## src/sv/srq_pkg.sv

```systemverilog
// ----------------------------------------------------------------------------
// srq_pkg: shared types and constants of the sorted run queue
// Widths, status codes and the beat and cell structs used by every file.
// ----------------------------------------------------------------------------
package srq_pkg;

  localparam int QUEUE_DEPTH  = 32;
  localparam int TASK_ID_BITS = 8;
  localparam int KEY_BITS     = 32;
  localparam int COUNT_BITS   = $clog2(QUEUE_DEPTH + 1);
  localparam int READY_BITS   = 6;

  localparam logic       ACT_MOVE = 1'b0;
  localparam logic       ACT_TAKE = 1'b1;

  localparam logic [1:0] STATUS_OK    = 2'd0;
  localparam logic [1:0] STATUS_FULL  = 2'd1;
  localparam logic [1:0] STATUS_EMPTY = 2'd2;

  typedef struct packed {
    logic                    action;
    logic [TASK_ID_BITS-1:0] task_id;
    logic [KEY_BITS-1:0]     usage_key;
    logic                    clear_usage;
    logic                    current_valid;
    logic [KEY_BITS-1:0]     current_key;
    logic                    at_interrupt;
    logic                    kernel_mode;
  } item_t;

  typedef struct packed {
    logic                    taken_valid;
    logic [TASK_ID_BITS-1:0] taken_id;
    logic [KEY_BITS-1:0]     taken_key;
    logic                    preempt_pending;
    logic                    switch_now;
    logic [READY_BITS-1:0]   ready_count;
    logic [1:0]              status;
  } result_t;

  // One slot of the queue.
  typedef struct packed {
    logic                    valid;
    logic [TASK_ID_BITS-1:0] task_id;
    logic [KEY_BITS-1:0]     key;
  } entry_t;

  // Command broadcast to every cell.
  typedef struct packed {
    logic                    remove;
    logic                    place;
    logic [TASK_ID_BITS-1:0] match_id;
    logic [TASK_ID_BITS-1:0] new_task;
    logic [KEY_BITS-1:0]     new_key;
  } cell_ctl_t;

endpackage

```

## src/sv/sorted_run_queue.sv

```systemverilog
// ----------------------------------------------------------------------------
// sorted_run_queue: ready queue of tasks ordered by ascending usage key
// A result is registered at the end of its placement cycle, which finishes
// only when the output register is free.
// A new item is taken only once the last one is placed: the removal cycle
// pulls the entry out of the cell row, the placement cycle places it (the row is the shared resource).
// A result waiting on a stalled output holds the placement cycle, and the
// item input stays stalled until that cycle finishes.
// Reset clears the valid bit of every cell and the count; there is no sweep.
// ----------------------------------------------------------------------------
module sorted_run_queue import srq_pkg::*; (
  input  logic    clk,
  input  logic    rst,
  input  logic    item_valid,
  output logic    item_stall,
  input  item_t   item,
  output logic    result_valid,
  input  logic    result_stall,
  output result_t result
);

  localparam logic ST_IDLE  = 1'b0;
  localparam logic ST_PLACE = 1'b1;

  // Control state.
  logic                  state;
  logic [COUNT_BITS-1:0] count;

  // Item held between the removal and the placement cycles.
  logic                    hold_place;
  logic [TASK_ID_BITS-1:0] hold_task;
  logic [KEY_BITS-1:0]     hold_key;
  result_t                 hold_result;

  // Cell row wiring.
  cell_ctl_t ctl;
  entry_t    slots [QUEUE_DEPTH];
  entry_t    lefts [QUEUE_DEPTH];
  entry_t    rights[QUEUE_DEPTH];
  logic      match_chain[QUEUE_DEPTH+1];
  logic      open_chain [QUEUE_DEPTH+1];

  logic                  accept;
  logic                  commit;
  logic                  is_take;
  logic                  empty;
  logic                  found;
  logic                  removed;
  logic [KEY_BITS-1:0]   key_eff;
  logic                  preempt;
  logic [COUNT_BITS-1:0] count_mid;
  logic [COUNT_BITS-1:0] count_next;
  result_t               result_next;
  result_t               result_out;

  assign item_stall = (state == ST_PLACE);
  assign accept     = item_valid && !item_stall;
  // The placement cycle finishes only when the output register is free.
  assign commit     = (state == ST_PLACE) && (!result_valid || !result_stall);

  assign is_take = (item.action == ACT_TAKE);
  assign empty   = (count == '0);
  assign found   = match_chain[QUEUE_DEPTH];
  assign removed = is_take ? !empty : found;
  assign key_eff = item.clear_usage ? '0 : item.usage_key;
  assign preempt = !is_take && item.current_valid && (key_eff < item.current_key);

  assign count_mid  = removed ? count - COUNT_BITS'(1) : count;
  assign count_next = hold_place ? count + COUNT_BITS'(1) : count;

  // The incoming beat drives the removal; the held item drives placement.
  always_comb begin
    ctl.remove   = accept && removed;
    ctl.place    = commit && hold_place;
    ctl.match_id = item.task_id;
    ctl.new_task = hold_task;
    ctl.new_key  = hold_key;
  end

  // A take forces the removal chain on at the head, so every entry shifts.
  assign match_chain[0] = is_take;
  // The head has nothing to its left and always takes the new entry if open.
  assign open_chain[0]  = 1'b0;

  for (genvar i = 0; i < QUEUE_DEPTH; i++) begin : g_cell
    if (i == 0) begin : g_head
      assign lefts[i] = '0;
    end else begin : g_body
      assign lefts[i] = slots[i-1];
    end
    if (i == QUEUE_DEPTH - 1) begin : g_tail
      assign rights[i] = '0;
    end else begin : g_inner
      assign rights[i] = slots[i+1];
    end

    srq_cell u_cell (
      .clk       (clk),
      .rst       (rst),
      .ctl       (ctl),
      .left      (lefts[i]),
      .right     (rights[i]),
      .match_in  (match_chain[i]),
      .match_out (match_chain[i+1]),
      .open_in   (open_chain[i]),
      .open_out  (open_chain[i+1]),
      .slot      (slots[i])
    );
  end

  // Result fields known at the removal cycle; the count is filled in later.
  always_comb begin
    result_next             = '0;
    result_next.status      = STATUS_OK;
    if (is_take) begin
      if (empty) begin
        result_next.status = STATUS_EMPTY;
      end else begin
        result_next.taken_valid = 1'b1;
        result_next.taken_id    = slots[0].task_id;
        result_next.taken_key   = slots[0].key;
      end
    end else begin
      result_next.preempt_pending = preempt;
      result_next.switch_now      = preempt && item.at_interrupt && !item.kernel_mode;
      if (!found && (count == COUNT_BITS'(QUEUE_DEPTH))) begin
        result_next.status = STATUS_FULL;
      end
    end
  end

  // The count becomes known in the placement cycle.
  always_comb begin
    result_out             = hold_result;
    result_out.ready_count = READY_BITS'(count_next);
  end

  always_ff @(posedge clk) begin
    if (rst) begin
      state        <= ST_IDLE;
      count        <= '0;
      hold_place   <= 1'b0;
      result_valid <= 1'b0;
    end else begin
      if (accept) begin
        state      <= ST_PLACE;
        count      <= count_mid;
        // A move is placed unless it was a new task meeting a full queue.
        hold_place <= !is_take && (found || (count != COUNT_BITS'(QUEUE_DEPTH)));
      end else if (commit) begin
        state <= ST_IDLE;
        count <= count_next;
      end

      if (commit) begin
        result_valid <= 1'b1;
      end else if (!result_stall) begin
        result_valid <= 1'b0;
      end
    end
  end

  // Payload registers.
  always_ff @(posedge clk) begin
    if (accept) begin
      hold_task   <= item.task_id;
      hold_key    <= key_eff;
      hold_result <= result_next;
    end
    if (commit) begin
      result <= result_out;
    end
  end

endmodule

```

## src/sv/srq_cell.sv

```systemverilog
// ----------------------------------------------------------------------------
// srq_cell: one slot of the sorted queue
// Holds one entry and trades it with its neighbors on remove and place.
// ----------------------------------------------------------------------------
module srq_cell import srq_pkg::*; (
  input  logic      clk,
  input  logic      rst,
  input  cell_ctl_t ctl,
  input  entry_t    left,
  input  entry_t    right,
  input  logic      match_in,
  output logic      match_out,
  input  logic      open_in,
  output logic      open_out,
  output entry_t    slot
);

  logic self_match;

  // A removal anywhere at or before this slot pulls the right neighbor in.
  assign self_match = slot.valid && (slot.task_id == ctl.match_id);
  assign match_out  = match_in | self_match;

  // The slot opens when it is empty or holds a strictly larger key, so equal
  // keys stay ahead of the new entry.
  assign open_out = !slot.valid || (slot.key > ctl.new_key);

  always_ff @(posedge clk) begin
    if (rst) begin
      slot.valid <= 1'b0;
    end else if (ctl.remove && match_out) begin
      slot <= right;
    end else if (ctl.place && open_out) begin
      if (open_in) begin
        slot <= left;
      end else begin
        slot.valid   <= 1'b1;
        slot.task_id <= ctl.new_task;
        slot.key     <= ctl.new_key;
      end
    end
  end

endmodule

```

## config.mk

```make
export PLATFORM = sky130hd
export DESIGN_NAME = sorted_run_queue
export DESIGN_NICKNAME = d
export VERILOG_FILES = /design/src/sv/srq_pkg.sv /design/src/sv/sorted_run_queue.sv /design/src/sv/srq_cell.sv
export SDC_FILE = /design/constraint.sdc
export NUM_CORES = 2
export LEC_CHECK = 0
export ABC_AREA = 1
export BUFFER_PORTS_ARGS = -buffer_cell sky130_fd_sc_hd__buf_2
export CAP_MARGIN = 30
export CORE_MARGIN = 2
export CORE_UTILIZATION = 65
export DETAILED_ROUTE_END_ITERATION = 8
export HOLD_SLACK_MARGIN = 0.15
export PLACE_DENSITY_LB_ADDON = 0.15
export RECOVER_POWER = 50
export SLEW_MARGIN = 20
export SYNTH_ARGS = -nofsm -noshare
export SYNTH_HDL_FRONTEND = slang
export SYNTH_SLANG_ARGS = --single-unit
export TNS_END_PERCENT = 100
```

## constraint.sdc

```tcl
create_clock -name clk -period 15.99 [get_ports clk]
set_clock_uncertainty 0.1 [all_clocks]
set_input_delay 3.198 -clock clk [delete_from_list [all_inputs] [get_ports clk]]
set_output_delay 3.198 -clock clk [all_outputs]
set_load 0.02 [all_outputs]
```

== Word level (Yosys, flattened, before mapping) ==
Cells that the tools add are included.

* Word-level logic and storage cells: 576
* Output and inout port bits: 53
* Flip-flop bits (word level): 1457

* Reduce and logical (&&, ||, !) cells: 248
* $add $sub $neg: 2
* $lt $le $gt $ge: 33
* Bitwise operators: 34
* Multiplexer cells: 108
* Equality and inequality tests: 36

{| class="wikitable"
|+ Operator list
! cell !! number
|-
| $mux W41 || 94
|-
| $gt A32 B32 Y1 || 32
|-
| $eq A8 B8 Y1 || 32
|-
| $logic_and A1 B1 Y1 || 106
|-
| $reduce_and A2 Y1 || 33
|-
| $reduce_bool A2 Y1 || 33
|-
| $mux W40 || 1
|-
| $logic_not A1 Y1 || 39
|-
| $logic_or A1 B1 Y1 || 34
|-
| $lt A32 B32 Y1 || 1
|-
| $mux W32 || 1
|-
| $or A1 B1 Y1 || 32
|-
| $mux W6 || 4
|-
| $add A6 B1 Y6 const B || 1
|-
| $eq A6 B6 Y1 const B || 1
|-
| $logic_not A6 Y1 || 1
|-
| $mux W1 || 6
|-
| $ne A6 B6 Y1 const B || 1
|-
| $sub A6 B1 Y6 const B || 1
|-
| $mux W2 || 2
|-
| $ne A2 B1 Y1 const B || 2
|-
| $reduce_or A2 Y1 || 2
|-
| $not A1 Y1 || 2
|}

== Depth between registers and ports, before layout ==
* Depth after elaboration: 39
* Gate-level depth with buffers: 29

== Cells and area by module ==
A second synthesis with hierarchy kept.

* Cells, all modules: 13412
* Area total of the unflattened synthesis: 107089.0 µm²

{| class="wikitable"
|+ Modules (own cells, without submodules)
! module !! instances !! sequential area each (µm²) !! cells an instance !! area each (µm²)
|-
| srq_cell at g_cell[0].u_cell ... || 31 || 1221.2 || 403 || 3154.3
|-
| sorted_run_queue || 1 || 4264.1 || 517 || 6158.4
|-
| srq_cell at g_cell[20].u_cell || 1 || 1221.2 || 402 || 3148.0
|}

== Worst setup path before layout ==
OpenSTA, ideal clock, no wires.

* Path kind: input to register
* Start: input port item_valid
* End: register g_cell[2].u_cell.slot[0] (netlist bit), enable pin
* Buffers on the path: 3
* Setup time: 451 ps
* Path slack: 3871 ps
* Arrival: 11569 ps
* Stages: 9
* Path through: inv_1 > nor2_1 > clkinv_1 > nor2_1 > buf_1 > nand3_1 > buf_2 > clkbuf_1 > a21oi_1

* Longest elaborated chain between the ends: 5

{| class="wikitable"
|+ RTL lines
! element !! RTL line !! RTL
|-
| start, declared || sorted_run_queue.sv:14 || <nowiki>input logic item_valid,</nowiki>
|-
| $logic_and A1 B1 Y1 || sorted_run_queue.sv:57 || <nowiki>assign accept = item_valid && !item_stall;</nowiki>
|-
| named net accept || sorted_run_queue.sv:43 || <nowiki>logic accept;</nowiki>
|-
| $logic_and A1 B1 Y1 || sorted_run_queue.sv:73 || <nowiki>ctl.remove = accept && removed;</nowiki>
|-
| $logic_and A1 B1 Y1 || srq_cell.sv:31 || <nowiki>end else if (ctl.remove && match_out) begin</nowiki>
|-
| $reduce_bool A2 Y1 (no line) || -- ||
|-
| $reduce_and A2 Y1 (no line) || -- ||
|-
| end signal, assigned || srq_cell.sv:32 || <nowiki>slot <= right;</nowiki>
|-
| end signal, assigned || srq_cell.sv:35 || <nowiki>slot <= left;</nowiki>
|-
| end, declared || srq_cell.sv:15 || <nowiki>output entry_t slot</nowiki>
|}

The timed path passes the listed nets, and every way through them passes these cells.
A chain may end at the register's enable or synchronous reset.

== Final worst setup path ==
* Start: input port item[72] (netlist bit)
* End: register g_cell[22].u_cell.slot[28] (netlist bit), enable pin

* Longest elaborated chain between the ends: 39
* Elaborated cells between the ends (all ways): 101
* Those cells by class: 32 x eq/ne; 1 x mux; 32 x bitwise; 36 x reduce/logical

{| class="wikitable"
|+ RTL lines
! element !! RTL line !! RTL
|-
| start, declared || sorted_run_queue.sv:16 || <nowiki>input item_t item,</nowiki>
|-
| $eq A8 B8 Y1 || srq_cell.sv:21 || <nowiki>assign self_match = slot.valid && (slot.task_id == ctl.match_id);</nowiki>
|-
| $logic_and A1 B1 Y1 || srq_cell.sv:21 ||
|-
| $or A1 B1 Y1 (32 in series) || srq_cell.sv:22 || <nowiki>assign match_out = match_in | self_match;</nowiki>
|-
| $mux W1 || sorted_run_queue.sv:64 || <nowiki>assign removed = is_take ? !empty : found;</nowiki>
|-
| $logic_and A1 B1 Y1 || sorted_run_queue.sv:73 ||
|-
| $logic_and A1 B1 Y1 * || srq_cell.sv:31 ||
|-
| $reduce_bool A2 Y1 (no line) * || -- ||
|-
| $reduce_and A2 Y1 (no line) * || -- ||
|-
| end signal, assigned || srq_cell.sv:32 ||
|-
| end signal, assigned || srq_cell.sv:35 ||
|-
| end, declared || srq_cell.sv:15 ||
|}

Mark *: on every way between the ends. The rest lies on a longest branch, timed or not.

==> metrics.txt <==
result of the run complete, but fails checks; violated checks capacitance limit, slew limit; worst path required time 16.41 ns; Max Cap Violations 19; final worst-path cycle share 0.7846; GRT Util Overall 0.4549; setup repair after global routing missed its margin no; CTS hold repair buffers 0; port bufs 133; CTS Root Buffer Type sky130_fd_sc_hd__clkbuf_16; number of cells on the worst reg-to-reg path 27; Worst Hold Slack 0.3170 ns; Cell Pwr Density 95.11 mW/mm²; total CTS buffers 163; Worst path max stage delay 2.15 ns; commonest non-fill, non-tap cells in the layout 2946 x sky130_fd_sc_hd__nand2_1, 1416 x sky130_fd_sc_hd__edfxtp_1, 1333 x sky130_fd_sc_hd__nor2_1, 1057 x sky130_fd_sc_hd__ha_1, 1012 x sky130_fd_sc_hd__a31oi_1; terminating pin of the worst hold path result[19]$_DFFE_PP_; time the final worst path needs with I/O delays and setup 12.55 ns; signal arrival time at the worst endpoint 12.97 ns; first-pass GRT wire length 522700 µm; wirelength, routed 356100 µm; Leakage Power 0.04172 µW; met1 GRT Util 0.5510; Ports 134; hold depth 0; via count of the first global-routing pass 85.78k; Top Usage Layer GRT met2; clock transition time at the flip-flop clock pins of the worst setup and hold paths 0.06 ns; Max Clock Freq 79.71 MHz; category of the critical setup timing path in -> reg; post-synth design cell area 0.09770 mm²; number of instances in the synthesized netlist 11.23k; final-layout setup total negative slack 0 ns; count of endpoints failing setup in the final report 0; Avg Inst Size Synth 8.700 µm²; arithmetic-cell share of the synthesized area counting full adders, half adders and majority gates 0.1354; area growth from synthesis to layout 6.934%; maximum number of pins on one net before global-route repair 84; fraction of registers with async set/reset 0; Post-Synth Simple-Gate Area 0.1937; floorplan die height 391.7 µm; Seq cells post-synth 1457; compound-cell area share of the yosys netlist 0.1592; Die W 391.7 µm; number of cells upsized or downsized after cts 0; TritonCTS sink count 1457; initial antenna violation count 19; met2 layer usage reported by global route 0.6879; worst-skew pair later-pin latency 0.83 ns; Unique masters post-synth 60; class of the tightest hold or removal check reg -> reg; count of antenna-violating nets left after detailed routing 0; endpoint of the lowest-slack register-to-register path g_cell[22].u_cell.slot[28]$_DFFE_PP_; sequential-to-total area share from yosys stat 0.4436; RePlAce Congestion 1.027; total of fill cells in the finished design 11.79k; main area contributors after synthesis sky130_fd_sc_hd__edfxtp_1 44%, sky130_fd_sc_hd__ha_1 14%, sky130_fd_sc_hd__nand2_1 11%, sky130_fd_sc_hd__a31oi_1 6.5%, sky130_fd_sc_hd__nor2_1 5.1%; remaining global-route overflow 0; most frequent CP cell sky130_fd_sc_hd__nand4_2; fraction of synthesized area in multiplexers 0; count of pins over their slew limit 623; Hold Startpoint hold_result[19]$_SDFFCE_PP0P_; # H-tree levels 4; portion of synthesized cell area occupied by the leading cell type 0.4352; number of detailed-route iterations in the first pass 7; Final HPWL DP 252800 µm; Initial Util 0.6531; launching point of the worst reg2reg path g_cell[0].u_cell.slot[34]$_DFFE_PP_; top cell type by total area after synthesis sky130_fd_sc_hd__edfxtp_1; final hold violations 0; crit path max fanout 83; Max clock buf depth 3; grt met3 use 0.1359; Via Count 90.30k; core area 0.1496 mm²; routed vias/inst 6.836; net count after synthesis 12.37k; Tightest Pin Transition 3.556 ns; DRC violations left 0; critical-path cell with the highest stage delay sky130_fd_sc_hd__clkbuf_1; Final Core Density 0.6984; number of buffers added for setup after CTS 0; Total Die Area 0.1534 mm²; routed len/inst 26.96 µm; Final #Nets 12.18k; minimum setup slack among reg-to-reg paths 8.31 ns; kind of end point of the critical path flip-flop; num rows 142; ys flop type sky130_fd_sc_hd__edfxtp_1; count of flip-flops with a built-in enable after synthesis 1416; Detailed Route Iter0 Violations 12.19k; share of final-layout standard cells stronger than drive strength 1 0.05696; worst-case headroom to the max-slew limit -1.371; CTS tree yes; total design power 9937 µW; maximum vdd drop 0.0001098 V; nature of the critical path startpoint input pin; number of synthesis warnings 0; post-synthesis share of cell area spent on xor and xnor gates 0.007530; leading cell type in the layout, fill and taps excluded sky130_fd_sc_hd__nand2_1; main combinational cell family by area after synthesis simple AND/OR/NAND/NOR gates
-- critical path: cells and delay by family --
family | cells | cell delay [ns]
buffers and inverters | 6 | 4.94
AND/OR/NAND/NOR | 18 | 3.87
AO/OA/AOI/OAI | 2 | 0.79
-- layer usage --
metal,vias up,share of wire
met1,42030,0.34
met2,6518,0.43
met4,8,0.090
li1,39830,-
met3,1911,0.14
met5,-,0.00023
-- per-stage QoR --
step | setup WS, ns | area, µm² | instances
after floorplan | 3.871 | 97710 | 11230
after global placement | 5.937 | 99450 | 12890
after detailed placement | 5.792 | 99660 | 12900
after CTS | 6.618 | 104800 | 13200
after global routing | 3.042 | 104500 | 13200
final | 3.445 | 104500 | 13210
-- power breakdown --
group | switching (µW) | internal, µW | leakage (µW)
registers | 154 | 4410 | 0.0133
logic | 1140 | 487 | 0.0259
clock network | 1690 | 2050 | 0.00250
-- sequential cells by signal, summed over array words and instances, names as in the netlist --
register            count
item_stall              1
g_cell.u_cell.slot   1312
count                   6
hold_key               32
hold_place              1
hold_result            45
result                 51
hold_task               8
result_valid            1
-- kinds of logic after synthesis --
logic type,after synthesis
XOR/XNOR,84
flip-flops,1457
buffers and inverters,1336
AO/OA/AOI/OAI,2539
adder cells (fa/ha/maj),1057
AND/OR/NAND/NOR,4757
-- area by class of cell --
cell class              instances  area, µm²  area share
multi-input cells            8437      48680      0.4659
flip-flops and latches       1457      43340      0.4148
clock buffers                 204       4263     0.04080
well taps                    2016       2522     0.02414
repair buffers                361       2435     0.02330
inverters                     626       2354     0.02253
clock inverters                99      860.8    0.008239
diodes                          9      22.52   0.0002156
-- cells in the mapped netlist, drive strengths merged, types with 5 or more instances --
cell type / n
nand2: 2948
edfxtp: 1416
nor2: 1342
ha: 1057
a31oi: 1012
inv: 623
a21oi: 578
buf: 387
o21ai: 358
clkbuf: 323
o211ai: 246
nand3: 188
nand4: 168
a211oi: 117
o22ai: 73
nor4: 55
xor2: 47
dfxtp: 41
nor3: 38
xnor2: 37
o221ai: 34
a2111oi: 31
o2111ai: 24
a221oi: 15
a32o: 12
o21a: 9
a22o: 8
a21o: 5
-- how the worst max path moves through the flow --
| stage | slack, ns | to | from | cells after the start |
|---|---|---|---|---|
| final | 3.44 | g_cell[22].u_cell.slot[28]$_DFFE_PP_ | item[72] | 26 |
| after global routing | 3.04 | g_cell[22].u_cell.slot[26]$_DFFE_PP_ | item[72] | 26 |
| after CTS | 6.62 | g_cell[7].u_cell.slot[27]$_DFFE_PP_ | item[70] | 26 |
| after detailed placement | 5.79 | g_cell[7].u_cell.slot[12]$_DFFE_PP_ | item[70] | 26 |
| after global placement | 5.94 | g_cell[25].u_cell.slot[24]$_DFFE_PP_ | item[71] | 27 |
| after floorplan | 3.87 | g_cell[2].u_cell.slot[0]$_DFFE_PP_ | item_valid | 9 |
Note: power is estimated with default switching activity, not from simulation.
